<file path="config.mk">
export PLATFORM = sky130hd
export DESIGN_NAME = imf_div_step
export DESIGN_NICKNAME = d
export VERILOG_FILES = /design/src/imf_pkg.sv /design/src/imf_div_step.sv
export SDC_FILE = /design/constraint.sdc
export NUM_CORES = 1
export LEC_CHECK = 0
export ABC_CLOCK_PERIOD_IN_PS = 4300
export BUFFER_PORTS_ARGS = -buffer_cell sky130_fd_sc_hd__buf_4
export CAP_MARGIN = 40
export CORE_AREA = 2 2 102 104
export DETAILED_ROUTE_END_ITERATION = 7
export DIE_AREA = 0 0 104 106
export PLACE_DENSITY_LB_ADDON = 0.3
export SLEW_MARGIN = 30
export SYNTH_ARGS = -nofsm -noshare
export SYNTH_HDL_FRONTEND = slang
export SYNTH_SLANG_ARGS = --single-unit
</file>
<file path="constraint.sdc">
create_clock -name vclk -period 4.3
set_input_delay 0 -clock vclk [all_inputs]
set_output_delay 0 -clock vclk [all_outputs]
set_load 0.05 [all_outputs]
</file>
<file path="src/imf_pkg.sv">
// Shared types and constants for the mixed integer / float ALU.
// Used by every module of the block; depends on nothing.
package imf_pkg;

   localparam int DATA_W = 32;
   localparam int DIV_STEPS = DATA_W;

   typedef enum logic [3:0] {
      OP_ADD    = 4'd0,
      OP_SUB    = 4'd1,
      OP_MUL    = 4'd2,
      OP_DIV    = 4'd3,
      OP_LT     = 4'd4,
      OP_GT     = 4'd5,
      OP_EQ     = 4'd6,
      OP_LE     = 4'd7,
      OP_GE     = 4'd8,
      OP_ASSIGN = 4'd9
   } opcode_type;

   typedef enum logic [1:0] {
      ST_OK     = 2'd0,
      ST_CONV   = 2'd1,
      ST_DIV0   = 2'd2,
      ST_DIVOVF = 2'd3
   } status_type;

   // Word in flight through the divider stages. Non-divide ops ride along
   // with their final result already settled.
   typedef struct packed {
      logic               div;
      logic               neg;
      logic [DATA_W-1:0]  rem;
      logic [DATA_W-1:0]  num;
      logic [DATA_W-1:0]  den;
      logic [DATA_W-1:0]  res;
      logic               flag;
      status_type         st;
   } stage_type;

endpackage

</file>
<file path="src/imf_div_step.sv">
// One restoring step of the unsigned divider: one quotient bit per stage.
// Depends on imf_pkg.
module imf_div_step import imf_pkg::*; (
   input  stage_type d_in,
   output stage_type d_out
);
   logic [DATA_W:0] trial;
   logic [DATA_W:0] diff;

   always_comb begin
      d_out = d_in;
      trial = {d_in.rem, d_in.num[DATA_W-1]};
      diff  = trial - {1'b0, d_in.den};
      if (d_in.div) begin
         if (!diff[DATA_W]) begin
            d_out.rem = diff[DATA_W-1:0];
         end else begin
            d_out.rem = trial[DATA_W-1:0];
         end
         d_out.num = {d_in.num[DATA_W-2:0], !diff[DATA_W]};
      end
   end
endmodule

</file>
# Word-level counts from Yosys, hierarchy flattened
# Cells that the tools add are included.
# Widths: inputs -> output; s select.
# word_totals
regBits,0
input_bits,133
out_inout_bits,133
word_cells,4
# classes
add_sub_neg,1
n_mux,2
reduce_logical,1
# op_table
op,n
$mux 64,1
$sub 33x32->33,1
$mux 32,1
$logic_not 1->1,1

# Longest topological paths before layout
# Gate-level depths: netlist of the first run.
# depth
word_depth,3
mapped_depth,13
mapped_depth_nobuf,12

# Worst setup path after synthesis of the first run
# Ideal clock, no wire load.
# synth_timing
path_type,input to output
startpoint,input d_in[98] (netlist bit)
endpoint,output d_out[102] (netlist bit)
arrival_time_ps,3067
required_ps,4300
slack_ps,1233
stages,13
path_buffers,1
path_cell_list,inv_1 -> ha_1 -> fa_1 -> nand2b_1 -> a21oi_2 -> o21bai_1 -> a21o_1 -> a31o_4 -> a21oi_4 -> xor2_4 -> buf_12 -> mux2i_1 -> a21oi_1
# synth_lines
item,line,source
from (decl),imf_div_step.sv:4,"input stage_type d_in,"
to (decl),imf_div_step.sv:5,output stage_type d_out

==> results of run 1 <==
[power by group through the flow]
stage               logic [mW]  registers, mW  clock network (mW)
CTS                       1.01              0                   0
global route              1.08              0                   0
floorplan                0.845              0                   0
detailed placement        1.01              0                   0
global placement          1.00              0                   0
finish                    1.01              0                   0
[per-stage QoR]
stage,instance area [um2],util,instances,setup WS (ps)
6_report,4561,0.4561,749,1312
5_1_grt,4561,0.4561,749,1115
4_1_cts,4561,0.4561,749,1265
3_5_place_dp,4561,0.4561,749,1285
3_3_place_gp,4541,0.4541,748,1368
2_1_floorplan,3540,-,505,1233
[worst paths after layout]
check                        end  slack, ps
worst max-delay path  d_out[100]       1310
worst min-delay path    d_out[9]       0.02
[kinds of logic after synthesis]
logic type / synth area share
simple gates: 0.1481
buf+inv: 0.2202
mux: 0.1849
compound gates: 0.2510
xor+xnor: 0.07706
fa+ha+maj: 0.1188
[layout make-up]
class              count  area (um2)
repair buffers       197        1491
well taps            136       170.2
fillers             1068        5439
inverters             37       138.9
multi-input cells    379        2760
[worst max-delay path, delay by kind of cell]
kind / cells / cell delay, ps
AOI/OAI and AO/OA: 5 / 990
xor gates and xnor gates: 1 / 160
adders and majority gates: 2 / 610
buffers and inverters: 4 / 610
muxes: 2 / 390
and+or+nand+nor: 1 / 190
[layer usage]
layer	vias up	share of wire
met5	-	0
met4	0	0.0098
met3	8	0.083
met2	163	0.48
met1	1664	0.42
li1	1935	-
[cell usage in the layout, fill, tap and decap left out, types with 2 or more instances in the layout]
master                     synthesis  layout
sky130_fd_sc_hd__and2_1            3       3
sky130_fd_sc_hd__o21ai_1           7       7
sky130_fd_sc_hd__a41oi_1           2       2
sky130_fd_sc_hd__mux2_2           31      31
sky130_fd_sc_hd__o211ai_1          6       6
sky130_fd_sc_hd__nand2b_1          2       2
sky130_fd_sc_hd__buf_4            69     196
sky130_fd_sc_hd__a21boi_0          2       2
sky130_fd_sc_hd__and3_1            6       6
sky130_fd_sc_hd__a21o_1           17      17
sky130_fd_sc_hd__nor2b_1           3       3
sky130_fd_sc_hd__a21oi_1          58      58
sky130_fd_sc_hd__a221o_1           2       2
sky130_fd_sc_hd__nand4_1           2       2
sky130_fd_sc_hd__inv_1            37      37
sky130_fd_sc_hd__nand3_1           5       5
sky130_fd_sc_hd__mux2i_1          29      29
sky130_fd_sc_hd__nor2_1           50      50
sky130_fd_sc_hd__a31oi_1           5       5
sky130_fd_sc_hd__xnor2_1          17      17
sky130_fd_sc_hd__xor2_1           11      11
sky130_fd_sc_hd__o21a_1            3       3
sky130_fd_sc_hd__o21ai_0          14      14
sky130_fd_sc_hd__nand2_1          33      33
sky130_fd_sc_hd__ha_1             32      32
sky130_fd_sc_hd__nor3_1            4       4
sky130_fd_sc_hd__or2_2             2       2
==> summary.log, run 1 <==
[run_status] result of the run finished, final reports clean
[synthesis] share of synthesized area occupied by flip-flops and latches 0
[setup_path] kind of end point of the critical path output port
[sta] Final TNS setup 0 ps
[drt] number of detailed-routing iterations run before antenna repair 4
[grt] M3 GR Usage 0.04047
[synthesis] mean cell area of the mapped netlist 7.009 um2
[drt] number of remaining DRC errors 0
[floorplanning] FP Rows 37
[power] Net Sw Frac 0.6231
[min_path] Hold Crit Class in -> out
[floorplanning] area enclosed by the die boundary 11020 um2
[sta] fin crit period 2988 ps
[grt] via count of the first global-routing pass 3632
[cells_and_area] share of cells above drive strength 1 0.3850
[floorplanning] Die X-Extent 104 um
[clock_network] total of cells resized after clock tree synthesis 0
[synthesis] cell taking the most area after synthesis sky130_fd_sc_hd__buf_4
[setup_path] maximum fanout along the worst path 18
[drt] antenna-violating nets left 0
[placement] count of buffers from port buffering 194
[power] overall power after layout 1.009 mW
[synthesis] Yosys top cell area share 0.1463
[sta] achievable clock frequency 334.7 MHz
[cells_and_area] number of sequential cells 0
[floorplanning] Initial Util 0.3540
[drt] number of DRC markers in iteration 0 109
[floorplanning] Die Ht 106 um
[floorplanning] count of boundary I/O pins 266
[drt] wirelength, routed 10370 um
[placement] routability congestion estimate 0.8387
[power] sequential group share of total power 0
[floorplanning] placeable core area 10000 um2
[sta] number of max-slew violations in the final report 0
[sta] number of endpoints with negative hold slack in the final report 0
[grt] global route total overflow 0
[sta] post-route fraction of the period consumed by the critical path 0.6948
[clock_network] Post-CTS Repair Setup Buffers 0
[grt] GR Util met2 0.3106
[grt] largest net degree at the start of global routing 62
[setup_path] most common cell type on the critical path sky130_fd_sc_hd__buf_4
[synthesis] synth top area cells sky130_fd_sc_hd__buf_4 (15%), sky130_fd_sc_hd__ha_1 (11%), sky130_fd_sc_hd__mux2_2 (9.9%)
[setup_path] kind of launch point of the worst setup path input port
[grt] initial antenna violation count 0
[cells_and_area] number of nets in the finished design 781
[sta] setup violators final 0
[setup_path] startpoint of the worst setup timing path d_in[98]
[grt] M1 GR Usage 0.2104
[cells_and_area] number of antenna cells inserted 0
[power] clock network power share 0
[setup_path] data arrival time of the critical path 2990 ps
[grt] busiest metal layer after global routing met2
[setup_path] type of the worst setup path in -> out
[power] peak supply drop 0.0001909 V
[setup_path] CP required 4300 ps
[grt] Total GRT Usage 0.1709
[placement] half-perimeter wire length after detailed placement 8926 um
[min_path] count of cells along the worst hold path 0
[synthesis] count of unique library cells instantiated by Yosys 65
[synthesis] Post-Syn Nets 671
[drt] Vias per Instance 5.033
[min_path] HP Start d_in[9]
[setup_path] Slowest Stage Delay on Critical Path 410 ps
[power] switching power 0.6290 mW
[sta] worst-case hold slack 0.01930 ps
[synthesis] Synthesis Warnings 0
[drt] number of vias after detailed routing 3770
[sta] Worst slew margin 0.6431
[cells_and_area] growth of design area from synthesis to finish 28.84%
[sta] setup repair after global routing missed its margin false
[sta] worst-margin pin slew 529.8 ps
[setup_path] crit path max-delay cell type sky130_fd_sc_hd__fa_1
[drt] DR WL/cell 13.85 um
[power] leakage 2.375 nW
[clock_network] CTS Hold Bufs 0
[power] Int Power 0.3804 mW
[flow_run] max-cap violation count 0
[synthesis] gate count of the mapped netlist 505
[synthesis] commonest cells in the netlist sky130_fd_sc_hd__buf_4 (69), sky130_fd_sc_hd__a21oi_1 (58), sky130_fd_sc_hd__nor2_1 (50)
[synthesis] most repeated cell in the gate-level netlist after synthesis sky130_fd_sc_hd__buf_4
[power] portion of total power attributed to combinational logic 1.000
[grt] first-pass GRT wire length 16570 um
[cells_and_area] clkbuf count 0
[synthesis] Post-Synthesis Cell Area 3540 um2
[setup_path] critical-path cell list buf_4 > inv_1 > ha_1 > fa_1 > nand2b_1 > a21oi_2 > o21bai_1 > a21o_1 > a31o_4 > a21oi_4 > xor2_4 > buf_4 > mux2i_1 > mux2_2 > buf_4
[power] power density normalized to cell area 221.3 nW/um2
[cells_and_area] Sequential cell area 0 um2
Power figures use the tool's default switching activity.
==> run 2, diff against run 1 <==
ABC_CLOCK_PERIOD_IN_PS = 2900   (was 4300)
CORE_AREA = default   (was 2 2 102 104)
CORE_ASPECT_RATIO = 0.5   (was default)
CORE_MARGIN = 1   (was default)
CORE_UTILIZATION = 43   (was default)
DIE_AREA = default   (was 0 0 104 106)
clock period = 2.9 ns   (was 4.3 ns; I/O delays follow)
==> run 2 against run 1 <==
Compared with the run above:
- design area increased by 8.8%
- wire length increased by 4.6%
- hold slack about the same
- non-clock buffer count increased by 14
- critical path depth increased by 1
- critical path type unchanged
- power increased by 70%
- critical endpoint is now d_out[109]
- worst setup slack got worse by 1200 ps
- core utilization increased by 19 points
- first-iteration DRC count increased by 22%
- cell count decreased by 1.9%
- global-route usage increased by 5.2 points
==> summary.log, run 2 (synthesized netlist as in run 1, its figures left out) <==
[cells_and_area] number of sequential cells 0
[sta] setup violators final 0
[grt] via count of the first global-routing pass 3297
[grt] largest net degree at the start of global routing 41
[drt] number of DRC markers in iteration 0 133
[sta] Worst slew margin 0.6742
[setup_path] type of the worst setup path in -> out
[grt] M3 GR Usage 0.004854
[drt] number of remaining DRC errors 0
[cells_and_area] clkbuf count 0
[min_path] Hold Crit Class in -> out
[setup_path] CP required 2900 ps
[sta] worst-margin pin slew 488.7 ps
[floorplanning] placeable core area 7652 um2
[drt] antenna-violating nets left 0
[grt] first-pass GRT wire length 15690 um
[sta] worst setup slack after layout 77.94 ps
[cells_and_area] share of cells above drive strength 1 0.4673
[placement] half-perimeter wire length after detailed placement 8781 um
[power] leakage 2.493 nW
[floorplanning] Die X-Extent 130.3 um
[sta] post-route fraction of the period consumed by the critical path 0.9731
[cells_and_area] multi-input gate area in the final layout 2968 um2
[cells_and_area] most frequent cells in the layout sky130_fd_sc_hd__buf_4 (191), sky130_fd_sc_hd__nor2_1 (50), sky130_fd_sc_hd__inv_1 (36)
[floorplanning] Initial Util 0.4626
[floorplanning] Die Ht 66.16 um
[drt] number of detailed-routing iterations run before antenna repair 4
[grt] global route total overflow 0
[sta] Final TNS setup 0 ps
[flow_run] max-cap violation count 0
[cells_and_area] fillers 729
[setup_path] kind of end point of the critical path output port
[cells_and_area] Sequential cell area 0 um2
[placement] routability congestion estimate 0.8926
[floorplanning] count of boundary I/O pins 266
[placement] worst setup slack after placement 41.19 ps
[sta] worst-case hold slack 0.01619 ps
[sta] achievable clock frequency 354.4 MHz
[sta] number of endpoints with negative hold slack in the final report 0
[cells_and_area] growth of design area from synthesis to finish 40.19%
[cells_and_area] number of antenna cells inserted 0
[setup_path] maximum fanout along the worst path 7
[cells_and_area] final core area utilization 0.6485
[min_path] count of cells along the worst hold path 0
[grt] initial antenna violation count 0
[drt] DR WL/cell 14.75 um
[placement] placed inst area 4687 um2
[grt] busiest metal layer after global routing met2
[sta] fin crit period 2822 ps
[run_status] result of the run finished, final reports clean
[drt] Vias per Instance 5.230
[setup_path] data arrival time of the critical path 2820 ps
[placement] total placed cells including tap cells 727
[power] overall power after layout 1.713 mW
[cells_and_area] leading cell type in the layout, fill and taps excluded sky130_fd_sc_hd__buf_4
[drt] wirelength, routed 10840 um
[power] power density normalized to cell area 345.3 nW/um2
[placement] count of buffers from port buffering 194
[cells_and_area] non-filler cells in the finished layout 735
[grt] GR Util met2 0.3969
[grt] M1 GR Usage 0.3124
[grt] Total GRT Usage 0.2234
[cells_and_area] design area 4962 um2
[drt] number of vias after detailed routing 3844
[setup_path] startpoint of the worst setup timing path d_in[98]
[floorplanning] area enclosed by the die boundary 8621 um2
[setup_path] Worst setup endpoint d_out[109]
[power] peak supply drop 0.0001416 V
[floorplanning] FP Rows 22
[sta] number of max-slew violations in the final report 0
[setup_path] kind of launch point of the worst setup path input port
[cells_and_area] number of nets in the finished design 795
-- run 2: worst min path at each step --
stage                        start        end  slack (ps)
final                      d_in[1]   d_out[1]        0.02
after global routing      d_in[23]  d_out[23]        0.07
after CTS                 d_in[31]  d_out[31]         0.3
after detailed placement  d_in[31]  d_out[31]         0.3
after global placement    d_in[31]  d_out[31]         0.3
after floorplan            d_in[0]   d_out[0]         170
-- run 2: worst max-delay path: stages --
cell	delay, ps
sky130_fd_sc_hd__buf_6	80
sky130_fd_sc_hd__inv_4	30
sky130_fd_sc_hd__ha_4	160
sky130_fd_sc_hd__fa_2	390
sky130_fd_sc_hd__nand2b_4	160
sky130_fd_sc_hd__a21oi_4	150
sky130_fd_sc_hd__o21bai_1	90
sky130_fd_sc_hd__a21o_1	240
sky130_fd_sc_hd__a31o_4	250
sky130_fd_sc_hd__a21oi_4	200
sky130_fd_sc_hd__xor2_4	270
sky130_fd_sc_hd__buf_6	160
sky130_fd_sc_hd__clkbuf_16	160
sky130_fd_sc_hd__mux2i_2	230
sky130_fd_sc_hd__a21oi_2	80
sky130_fd_sc_hd__buf_6	170
-- run 2: what timing repair did --
| action | 4_1_cts | 5_1_grt |
|---|---|---|
| hold buffers | 0 | 0 |
| setup endpoints to repair | 0 | 27 |
| resized for setup | 0 | 37 |
| hold endpoints to repair | 0 | 0 |
| buffers inserted | 0 | 4 |
-- run 2: metal layers --
layer	part of all wire	routed length, um
met4	0.0061	66
met2	0.48	5199
met1	0.46	5034
met5	0	0
met3	0.050	544
-- run 2: layout make-up --
type	count	share of cell area
multi-input cells	379	0.5981
inverters	37	0.02849
well taps	108	0.02723
repair buffers	211	0.3462
-- run 2: power breakdown --
| group | total [mW] | switching, mW | internal, mW | leakage (nW) |
|---|---|---|---|---|
| clock network | 0 | 0 | 0 | 0 |
| logic | 1.71 | 1.02 | 0.698 | 2.49 |
| registers | 0 | 0 | 0 | 0 |
