[src/imf_pkg.sv]
// Shared types and constants for the mixed integer / float ALU.
// Used by every module of the block; depends on nothing.
package imf_pkg;

   localparam int DATA_W = 32;
   localparam int DIV_STEPS = DATA_W;

   typedef enum logic [3:0] {
      OP_ADD    = 4'd0,
      OP_SUB    = 4'd1,
      OP_MUL    = 4'd2,
      OP_DIV    = 4'd3,
      OP_LT     = 4'd4,
      OP_GT     = 4'd5,
      OP_EQ     = 4'd6,
      OP_LE     = 4'd7,
      OP_GE     = 4'd8,
      OP_ASSIGN = 4'd9
   } opcode_type;

   typedef enum logic [1:0] {
      ST_OK     = 2'd0,
      ST_CONV   = 2'd1,
      ST_DIV0   = 2'd2,
      ST_DIVOVF = 2'd3
   } status_type;

   // Word in flight through the divider stages. Non-divide ops ride along
   // with their final result already settled.
   typedef struct packed {
      logic               div;
      logic               neg;
      logic [DATA_W-1:0]  rem;
      logic [DATA_W-1:0]  num;
      logic [DATA_W-1:0]  den;
      logic [DATA_W-1:0]  res;
      logic               flag;
      status_type         st;
   } stage_type;

endpackage

[src/imf_f2i.sv]
// Truncating single-precision to 32-bit integer conversion with saturation.
// Depends on imf_pkg.
module imf_f2i import imf_pkg::*; (
   input  logic [DATA_W-1:0] float_bits,
   output logic [DATA_W-1:0] int_value,
   output logic              sat
);
   logic       sign;
   logic [7:0] expo;
   logic [22:0] mant;
   logic [DATA_W-1:0] mag;

   assign sign = float_bits[31];
   assign expo = float_bits[30:23];
   assign mant = float_bits[22:0];

   always_comb begin
      mag = {8'd0, 1'b1, mant};
      if (expo >= 8'd150) begin
         mag = mag << 3'(expo - 8'd150);
      end else begin
         mag = mag >> 5'(8'd150 - expo);
      end
      sat = 1'b0;
      int_value = sign ? (~mag + 32'd1) : mag;
      if (expo == 8'hFF) begin
         sat = 1'b1;
         if (mant != 23'd0) begin
            int_value = '0;
         end else begin
            int_value = sign ? 32'h8000_0000 : 32'h7FFF_FFFF;
         end
      end else if (expo < 8'd127) begin
         int_value = '0;
      end else if (expo >= 8'd158) begin
         int_value = sign ? 32'h8000_0000 : 32'h7FFF_FFFF;
         sat = !(sign && expo == 8'd158 && mant == 23'd0);
      end
   end
endmodule

[config.mk]
export PLATFORM = sky130hd
export DESIGN_NAME = imf_f2i
export DESIGN_NICKNAME = d
export VERILOG_FILES = /design/src/imf_pkg.sv /design/src/imf_f2i.sv
export SDC_FILE = /design/constraint.sdc
export NUM_CORES = 1
export LEC_CHECK = 0
export ABC_AREA = 1
export ABC_CLOCK_PERIOD_IN_PS = 12100
export BUFFER_PORTS_ARGS = -buffer_cell sky130_fd_sc_hd__buf_2
export CELL_PAD_IN_SITES_DETAIL_PLACEMENT = 0
export CELL_PAD_IN_SITES_GLOBAL_PLACEMENT = 2
export CORE_AREA = 2 2 135 104
export DETAILED_ROUTE_END_ITERATION = 10
export DIE_AREA = 0 0 137 106
export PLACE_DENSITY = 0.95
export SYNTH_ARGS = -nofsm -noshare
export SYNTH_HDL_FRONTEND = slang
export SYNTH_SLANG_ARGS = --single-unit
[constraint.sdc]
create_clock -name vclk -period 12.1
set_input_delay 2.42 -clock vclk [all_inputs]
set_output_delay 2.42 -clock vclk [all_outputs]
set_load 0.1 [all_outputs]
* Yosys cells after proc, flatten, opt, wreduce, memory -nomap -nowiden *
Index checks and enable logic that the tools add are counted.

storage, ports and cells
  bits in registers = 0
  output and inout bits = 33
  logic and storage cells = 26

operators by class
  add/subtract/negate cells = 3
  order comparisons = 3
  eq/ne operators = 2
  shift-type cells = 2
  multiplexer cells = 10
  bitwise operators = 1
  reductions and logical operators = 5

operators with widths
  cell                   count
  $mux 32                7
  $add 32x1->32 const B  1
  $not 32->32            1
  $shl 24x3->32          1
  $shr 24x5->32          1
  $logic_not 23->1       1
  $reduce_bool 23->1     1
  $eq 8x8->1 const B     2
  $ge 8x8->1 const B     2
  $lt 8x7->1 const B     1
  $sub 5x5->5 const A    1
  $mux 1                 3
  $sub 3x3->3 const B    1
  $logic_and 1x1->1      2
  $logic_not 1->1        1

* Longest topological paths before layout *
Gate-level depths: netlist of run 1.

  depth after elaboration = 9
  gate-level depth with buffers = 26
  mapped depth without buffers = 23

* Worst setup path before layout of run 1 *
No wires, ideal clock.

  kind = input to output
  from = input port float_bits[23]
  to = output port int_value[31]
  arrival time = 5791 ps
  required time = 9680 ps
  setup slack = 3889 ps
  stages = 17
  buffers on the path = 3
  cell sequence = buf_6 inv_6 buf_6 ha_1 inv_2 buf_2 nand3_1 nand3_1 nor2_1 a21oi_1 a21oi_2 nor2_1 nand3_1 nor2_4 nand3b_1 o21bai_1 a21oi_1

between the ends
  cells in the longest elaborated chain, start to end = 9
  elaborated cells on any way between the ends = 15

RTL lines
  what                                            RTL line                      RTL
  start: declaration                              imf_f2i.sv:4                  input logic [DATA_W-1:0] float_bits,
  $sub 5x5->5 or $sub 3x3->3 (tied branches)      imf_f2i.sv:22, imf_f2i.sv:20
  $shr 24x5->32 or $shl 24x3->32 (tied branches)  imf_f2i.sv:22, imf_f2i.sv:20
  $mux 32                                         imf_f2i.sv:19                 if (expo >= 8'd150) begin
  $not 32->32                                     imf_f2i.sv:25                 int_value = sign ? (~mag + 32'd1) : mag;
  $add 32x1->32                                   imf_f2i.sv:25
  $mux 32                                         imf_f2i.sv:25
  $mux 32                                         imf_f2i.sv:35                 end else if (expo >= 8'd158) begin
  $mux 32                                         imf_f2i.sv:33                 end else if (expo < 8'd127) begin
  $mux 32 (*)                                     imf_f2i.sv:26                 if (expo == 8'hFF) begin
  end: declaration                                imf_f2i.sv:5                  output logic [DATA_W-1:0] int_value,

Every way passes the cells marked *; elsewhere a longest branch is shown, timed or not.

* Worst setup path after layout of run 1 *
  from = input port float_bits[23]
  to = output port int_value[30]

The elaborated chain is that of the path after synthesis.

==> results of run 1 <==
power by group:
| part | switching [mW] | internal (mW) | leakage, nW |
|---|---|---|---|
| logic | 0.273 | 0.0823 | 2.33 |
| registers | 0 | 0 | 0 |
| clock network | 0 | 0 | 0 |
| total | 0.273 | 0.0823 | 2.33 |
how the worst max path moves through the flow:
stage,from,endpoint,cells after the start
2_1_floorplan,float_bits[23],int_value[31],17
3_3_place_gp,float_bits[23],int_value[30],20
3_5_place_dp,float_bits[23],int_value[30],20
4_1_cts,float_bits[23],int_value[30],20
5_1_grt,float_bits[23],int_value[30],20
6_report,float_bits[23],int_value[30],20
per-stage QoR:
stage,setup WS (ns),cell area (µm²)
2_1_floorplan,3.89,3920
3_3_place_gp,3.02,4230
3_5_place_dp,2.97,4230
4_1_cts,2.96,4230
5_1_grt,2.47,4230
6_report,2.92,4230
metal layers:
layer / track usage (%) / up-vias
met5: 0 / -
met4: 2.21 / 0
met3: 1.48 / 14
met2: 33.7 / 216
met1: 34.0 / 2480
li1: - / 2789
critical path, cell delays in order:
cell,delay (ns)
buf_2,0.45
inv_6,0.21
ha_1,0.68
inv_2,0.49
nand3_1,0.16
nand3_1,0.14
nand3_1,0.09
nand2_1,0.11
nand2_1,0.09
a21oi_4,0.22
ha_1,0.25
nand3_1,0.09
o21bai_1,0.23
nand3_2,0.16
nor2_4,0.18
nand2_1,0.09
nand2_1,0.06
o211ai_1,0.08
nand2_1,0.08
buf_2,0.46
area by class of cell:
cell class / count / share of cell area [%]
Tap cell: 175 / 5.17
Multi-Input combinational cell: 733 / 81.7
Inverter: 52 / 4.73
Timing Repair Buffer: 69 / 8.39
cells in the final DEF (no fill, tap or decap), types with 4 or more instances in the layout:
cell type / count
buf_2: 65
o211ai_1: 4
nand3b_1: 4
inv_2: 10
nor2_2: 6
a21oi_1: 22
nor2_1: 60
nor4_1: 7
nand2_4: 4
nand3_1: 203
inv_1: 41
nand2_2: 23
nand3_2: 4
ha_1: 6
buf_4: 4
o21ai_0: 23
and2_1: 4
nor3_1: 8
o21ai_1: 20
nand2_1: 307
nor2_4: 4
kinds of logic after synthesis:
family	Yosys count	share of synthesized area (%)
AOI/OAI and AO/OA	82	11.8
xor gates and xnor gates	1	0.224
adders and majority gates	6	1.92
buffers and inverters	94	11.9
and+or+nand+nor	644	74.2
==> results.sh, run 1 <==
export IMPL_status="finished, final reports clean"
export IMPL_critical_path_class="in -> out"
export IMPL_core_area_mm2=0.0133
export IMPL_syn_cell_area_mm2=0.00392
export IMPL_p_leak_nw=2.33
export IMPL_n_fill_cell=1653
export IMPL_vias_per_cell=5.34
export IMPL_place_hpwl_mm=12.5
export IMPL_yosysMostFrequentCell="nand2_1"
export IMPL_ys_top_cells_by_count="307 x nand2_1, 203 x nand3_1, 60 x nor2_1"
export IMPL_power_mw=0.355
export IMPL_start_kind="primary input"
export IMPL_relSlewSlack_pct=28.7
export IMPL_multi_input_area_mm2=0.00346
export IMPL_finalWirelength_mm=15.7
export IMPL_grt_first_pass_wirelength_mm=26.2
export IMPL_postCtsResizedCells=0
export IMPL_nFlopsAndLatches=0
export IMPL_grt_pass1_vias=4960
export IMPL_syn_inst=827
export IMPL_ant_nets=0
export IMPL_hold_class="in -> out"
export IMPL_synth_avg_cell_area_um2=4.74
export IMPL_cp_required_ns=9.68
export IMPL_rows=37
export IMPL_num_vias=5499
export IMPL_die_w_um=137
export IMPL_antenna_cells=0
export IMPL_powerDensity_mw_per_mm2=84.0
export IMPL_hold_violations=0
export IMPL_grtUsageTotal_pct=21.9
export IMPL_ir_drop_mv=0.0394
export IMPL_synth_top_area_share_pct=29.4
export IMPL_stdcell_count=1029
export IMPL_setup_tns_ns=0
export IMPL_antenna_found_initial=0
export IMPL_wl_per_cell_um=15.2
export IMPL_layout_drive_gt1_share_pct=15.2
export IMPL_firstDrtPassIters=5
export IMPL_cts_setup_buffers=0
export IMPL_ys_seq_area_share_pct=0
export IMPL_wl_met2_mm=6.52
export IMPL_grt_start_max_net_pins=34
export IMPL_yosys_area_top_type="nand2_1"
export IMPL_postCtsHoldBufs=0
export IMPL_place_congestion=0.898
export IMPL_first_iter_violations=584
export IMPL_whs_ns=5.39
export IMPL_whs_path_depth=4
export IMPL_fp_dieH_um=106
export IMPL_io_buffers=65
export IMPL_nNetsFinal=894
export IMPL_die_area_mm2=0.0145
export IMPL_hp_start="float_bits[30]"
export IMPL_setup_violations=0
export IMPL_drcViolationCount=0
export IMPL_initial_core_util_pct=29.4
export IMPL_arrival_ns=6.76
export IMPL_tightestPinTransition_ns=1.07
export IMPL_regArea_um2=0
export IMPL_cp_max_fo=29
export IMPL_layout_min_cycle_time_ns=9.18
export IMPL_synth_area_top_cells="nand2_1 29%, nand3_1 26%, nor2_1 5.8%, inv_1 3.9%, nand2_2 3.7%"
export IMPL_synth_distinct_cells=38
export IMPL_grt_overflow=0
export IMPL_pin_count=65
export IMPL_hold_path_end="int_value[31]"
export IMPL_synth_nets=865
export IMPL_end_kind="output port"
export IMPL_wl_met1_mm=7.69
export IMPL_drv_slew=0
export IMPL_topRoutingLayerUsed="met4"
export IMPL_fmax_mhz=109
export IMPL_wl_met3_mm=1.31
export IMPL_rsz0062_at_grt="no"
export IMPL_final_util_pct=31.7
export IMPL_yosys_warnings=0
export IMPL_nClkBuffers=0
export IMPL_cap_viol_max_count=0
export IMPL_fin_crit_sh_pct=75.9
export IMPL_synthToLayoutAreaGrowth_pct=8.08
export IMPL_dp_cells=1029
Power figures use the tool's default switching activity.
==> inputs of run 2 (changes only) <==
--- a/config.mk
+++ b/config.mk
@@ -6,14 +6,14 @@
 export NUM_CORES = 1
 export LEC_CHECK = 0
 export ABC_AREA = 1
-export ABC_CLOCK_PERIOD_IN_PS = 12100
+export ABC_CLOCK_PERIOD_IN_PS = 8200
 export BUFFER_PORTS_ARGS = -buffer_cell sky130_fd_sc_hd__buf_2
 export CELL_PAD_IN_SITES_DETAIL_PLACEMENT = 0
 export CELL_PAD_IN_SITES_GLOBAL_PLACEMENT = 2
-export CORE_AREA = 2 2 135 104
+export CORE_AREA = 2 2 148 114
 export DETAILED_ROUTE_END_ITERATION = 10
-export DIE_AREA = 0 0 137 106
-export PLACE_DENSITY = 0.95
+export DIE_AREA = 0 0 150 116
+export PLACE_DENSITY = 0.84
 export SYNTH_ARGS = -nofsm -noshare
 export SYNTH_HDL_FRONTEND = slang
 export SYNTH_SLANG_ARGS = --single-unit
==> constraint.sdc (replaced) <==
create_clock -name vclk -period 8.2
set_input_delay 1.64 -clock vclk [all_inputs]
set_output_delay 1.64 -clock vclk [all_outputs]
set_load 0.1 [all_outputs]
==> results.sh, run 2 (same netlist as run 1, synthesis figures left out) <==
export IMPL_status="finished, final reports clean"
export IMPL_met1_usage_pct=28.7
export IMPL_grt_start_max_net_pins=34
export IMPL_initial_core_util_pct=24.8
export IMPL_nClkBuffers=0
export IMPL_tightestPinTransition_ns=1.08
export IMPL_grtUsageTotal_pct=18.2
export IMPL_postCtsHoldBufs=0
export IMPL_end_kind="output port"
export IMPL_arrival_ns=5.63
export IMPL_nNetsFinal=896
export IMPL_first_iter_violations=536
export IMPL_nFlopsAndLatches=0
export IMPL_whs_path_depth=4
export IMPL_num_vias=5427
export IMPL_place_hpwl_mm=12.7
export IMPL_relSlewSlack_pct=27.6
export IMPL_ant_nets=0
export IMPL_rows=40
export IMPL_hold_path_end="int_value[31]"
export IMPL_top_usage_layer="met1"
export IMPL_start_kind="primary input"
export IMPL_grt_pass1_vias=4868
export IMPL_final_cell_mix="307 x nand2_1, 203 x nand3_1, 65 x buf_2, 60 x nor2_1, 41 x inv_1"
export IMPL_pin_count=65
export IMPL_worstSetupStartpoint="float_bits[23]"
export IMPL_layout_drive_gt1_share_pct=15.4
export IMPL_finalWirelength_mm=15.8
export IMPL_hold_violations=0
export IMPL_powerDensity_mw_per_mm2=122
export IMPL_drcViolationCount=0
export IMPL_place_congestion=0.875
export IMPL_grt_first_pass_wirelength_mm=26.0
export IMPL_postCtsResizedCells=0
export IMPL_use_met2_pct=27.9
export IMPL_critical_path_class="in -> out"
export IMPL_setup_tns_ns=0
export IMPL_power_mw=0.524
export IMPL_die_w_um=150
export IMPL_final_common_cell="nand2_1"
export IMPL_fin_crit_sh_pct=88.7
export IMPL_cap_viol_max_count=0
export IMPL_core_area_mm2=0.0158
export IMPL_wl_per_cell_um=14.9
export IMPL_antenna_found_initial=0
export IMPL_regArea_um2=0
export IMPL_setup_violations=0
export IMPL_antenna_cells=0
export IMPL_fmax_mhz=138
export IMPL_grt_overflow=0
export IMPL_fp_dieH_um=116
export IMPL_cp_required_ns=6.56
export IMPL_p_leak_nw=2.34
export IMPL_io_buffers=65
export IMPL_drv_slew=0
export IMPL_firstDrtPassIters=7
export IMPL_layout_min_cycle_time_ns=7.27
export IMPL_use_met3_pct=0.945
export IMPL_cp_max_fo=26
export IMPL_hold_class="in -> out"
export IMPL_die_area_mm2=0.0174
export IMPL_vias_per_cell=5.09
export IMPL_rsz0062_at_grt="no"
export IMPL_hp_start="float_bits[30]"
export IMPL_cts_setup_buffers=0
export IMPL_ir_drop_mv=0.0507
export IMPL_synthToLayoutAreaGrowth_pct=9.58
==> run 2: cell type report <==
cell class | instances | area (µm²)
well taps | 210 | 263
repair buffers | 71 | 370
inverters | 52 | 200
multi-input cells | 733 | 3460
fillers | 1945 | 11500
==> run 2: per-layer routing <==
layer  up-vias  part of all wire [%]
met2       166                    41
met3         8                   5.6
met1      2454                    52
met4         0                  0.66
met5         -                     0
li1       2799                     -
==> run 2: power by group <==
group,total (mW),internal (mW),switching [mW]
registers,0,0,0
logic,0.524,0.122,0.401
clock network,0,0,0
total,0.524,0.122,0.401
==> run 2: stage by stage <==
| stage | area [µm²] | hold WS, ns | util [%] | worst slack, ns | instances |
|---|---|---|---|---|---|
| after global placement | 4290 | 3.83 | 27.1 | 1.00 | 1066 |
| after detailed placement | 4290 | 3.83 | 27.1 | 0.995 | 1066 |
| after global routing | 4290 | 3.85 | 27.1 | 0.566 | 1066 |
| final | 4290 | 3.83 | 27.1 | 0.929 | 1066 |
| after CTS | 4290 | 3.84 | 27.1 | 0.978 | 1066 |
| after floorplan | 3920 | 3.88 | - | 1.55 | 827 |
==> run 2: how the worst max path moves through the flow <==
stage	endpoint	slack [ns]
2_1_floorplan	int_value[31]	1.55
3_3_place_gp	int_value[30]	1.00
3_5_place_dp	int_value[26]	1.0
4_1_cts	int_value[30]	0.98
5_1_grt	int_value[26]	0.57
6_report	int_value[30]	0.93
==> run 2: worst max-delay path, cell delays in order <==
cell and delay [ns]:
buf_2 0.13, inv_6 0.21, ha_1 0.60, inv_2 0.49, nand3_1 0.19, nand3_1 0.14
nand2_1 0.06, nand2_1 0.08, a21oi_1 0.12, a21oi_4 0.25, ha_1 0.26, nand3_1 0.09
o21bai_1 0.23, nand3_2 0.16, nor2_4 0.18, nand2_1 0.09, nand2_1 0.06, o211ai_1 0.08
nand2_1 0.08, buf_2 0.46
==> inputs of run 3 (changes only) <==
==> constraint.sdc (replaced) <==
create_clock -name vclk -period 8.2
set_input_delay 0.41 -clock vclk [all_inputs]
set_output_delay 0.41 -clock vclk [all_outputs]
set_load 0.1 [all_outputs]
==> results.sh, run 3 (same netlist as run 1, synthesis figures left out) <==
export IMPL_setup_violations=0
export IMPL_die_area_mm2=0.0174
export IMPL_layout_drive_gt1_share_pct=15.1
export IMPL_io_buffers=65
export IMPL_critPathBufInv=4
export IMPL_synthToLayoutAreaGrowth_pct=9.01
export IMPL_fin_crit_sh_pct=64.7
export IMPL_core_area_mm2=0.0158
export IMPL_arrival_ns=4.90
export IMPL_drv_slew=0
export IMPL_grt_first_pass_wirelength_mm=25.4
export IMPL_layout_min_cycle_time_ns=5.31
export IMPL_grtUsageTotal_pct=17.8
export IMPL_grt_start_max_net_pins=34
export IMPL_regArea_um2=0
export IMPL_antenna_found_initial=0
export IMPL_nNetsFinal=893
export IMPL_cp_required_ns=7.79
export IMPL_p_leak_nw=2.33
export IMPL_vias_per_cell=5.06
export IMPL_num_vias=5375
export IMPL_setup_tns_ns=0
export IMPL_rows=40
export IMPL_pin_count=65
export IMPL_wl_met2_mm=6.24
export IMPL_die_w_um=150
export IMPL_first_iter_violations=569
export IMPL_cts_setup_buffers=0
export IMPL_postCtsResizedCells=0
export IMPL_hold_class="in -> out"
export IMPL_grt_pass1_vias=4797
export IMPL_rsz0062_at_grt="no"
export IMPL_ir_drop_mv=0.0627
export IMPL_wl_met1_mm=8.30
export IMPL_place_hpwl_mm=12.6
export IMPL_powerDensity_mw_per_mm2=122
export IMPL_start_kind="primary input"
export IMPL_cap_viol_max_count=0
export IMPL_status="finished, final reports clean"
export IMPL_cp_slowest_stage_delay_ns=0.69
export IMPL_initial_core_util_pct=24.8
export IMPL_topRoutingLayerUsed="met4"
export IMPL_finalInstanceArea_mm2=0.00427
export IMPL_critical_path_class="in -> out"
export IMPL_final_common_cell="nand2_1"
export IMPL_relSlewSlack_pct=29.2
export IMPL_nFlopsAndLatches=0
export IMPL_cp_common_cell="nand2_1"
export IMPL_wl_met3_um=704
export IMPL_postPlaceCellArea_mm2=0.00427
export IMPL_postCtsHoldBufs=0
export IMPL_finalWirelength_mm=15.5
export IMPL_crit_path_cell_trace="buf_2 > inv_6 > ha_1 > inv_2 > nand3_1 > nand3_1 > nand2_1 > nand2_1 > a21oi_1 > a21oi_4 > ha_1 > nand3_1 > o21bai_1 > nand3_2 > nor2_4 > nand2_1 > nand2_1 > o211ai_1 > nand2_1 > buf_2"
export IMPL_path_delay_family="buffers and inverters"
export IMPL_tightestPinTransition_ns=1.06
export IMPL_firstDrtPassIters=7
export IMPL_ant_nets=0
export IMPL_fp_dieH_um=116
export IMPL_cp_max_fo=29
export IMPL_antenna_cells=0
export IMPL_end_kind="output port"
export IMPL_nClkBuffers=0
export IMPL_slowest_stage="ha_1"
export IMPL_drcViolationCount=0
export IMPL_place_congestion=0.870
export IMPL_final_cell_mix="307 x nand2_1, 203 x nand3_1, 65 x buf_2, 60 x nor2_1, 41 x inv_1"
export IMPL_grt_overflow=0
export IMPL_wl_per_cell_um=14.6
export IMPL_fmax_mhz=188
export IMPL_hold_violations=0
## run 3: power by group
part	switching (mW)	total, mW	internal (mW)
clock	0	0	0
combinational	0.399	0.521	0.121
sequential	0	0	0
total	0.399	0.521	0.121
## run 3: cell type report
type                            instances  area, µm²
Fill cell                            1982      11500
Inverter                               52        200
Multi-Input combinational cell        733       3460
Tap cell                              210        263
Timing Repair Buffer                   68        348
## run 3: per-layer routing
layer	track usage (%)	vias up
li1	-	2784
met1	28.2	2396
met2	26.9	175
met3	0.315	20
met4	3.02	0
met5	0	-
## run 3: metrics by stage
| stage | utilization [%] | setup slack (ns) | cells | hold slack, ns | power (mW) |
|---|---|---|---|---|---|
| final | 27.0 | 2.89 | 1063 | 1.36 | 0.521 |
| after global routing | 27.0 | 2.41 | 1063 | 1.40 | 0.572 |
| after CTS | 27.0 | 2.96 | 1063 | 1.36 | 0.517 |
| after detailed placement | 27.0 | 2.98 | 1063 | 1.36 | 0.515 |
| after global placement | 27.0 | 3.03 | 1063 | 1.37 | 0.518 |
| after floorplan | - | 4.01 | 827 | 1.42 | 0.418 |
## run 3: worst paths after layout
path	slack [ns]	start	depth (start not counted)	endpoint
max	2.89	float_bits[23]	20	int_value[30]
min	1.36	float_bits[30]	4	int_value[31]
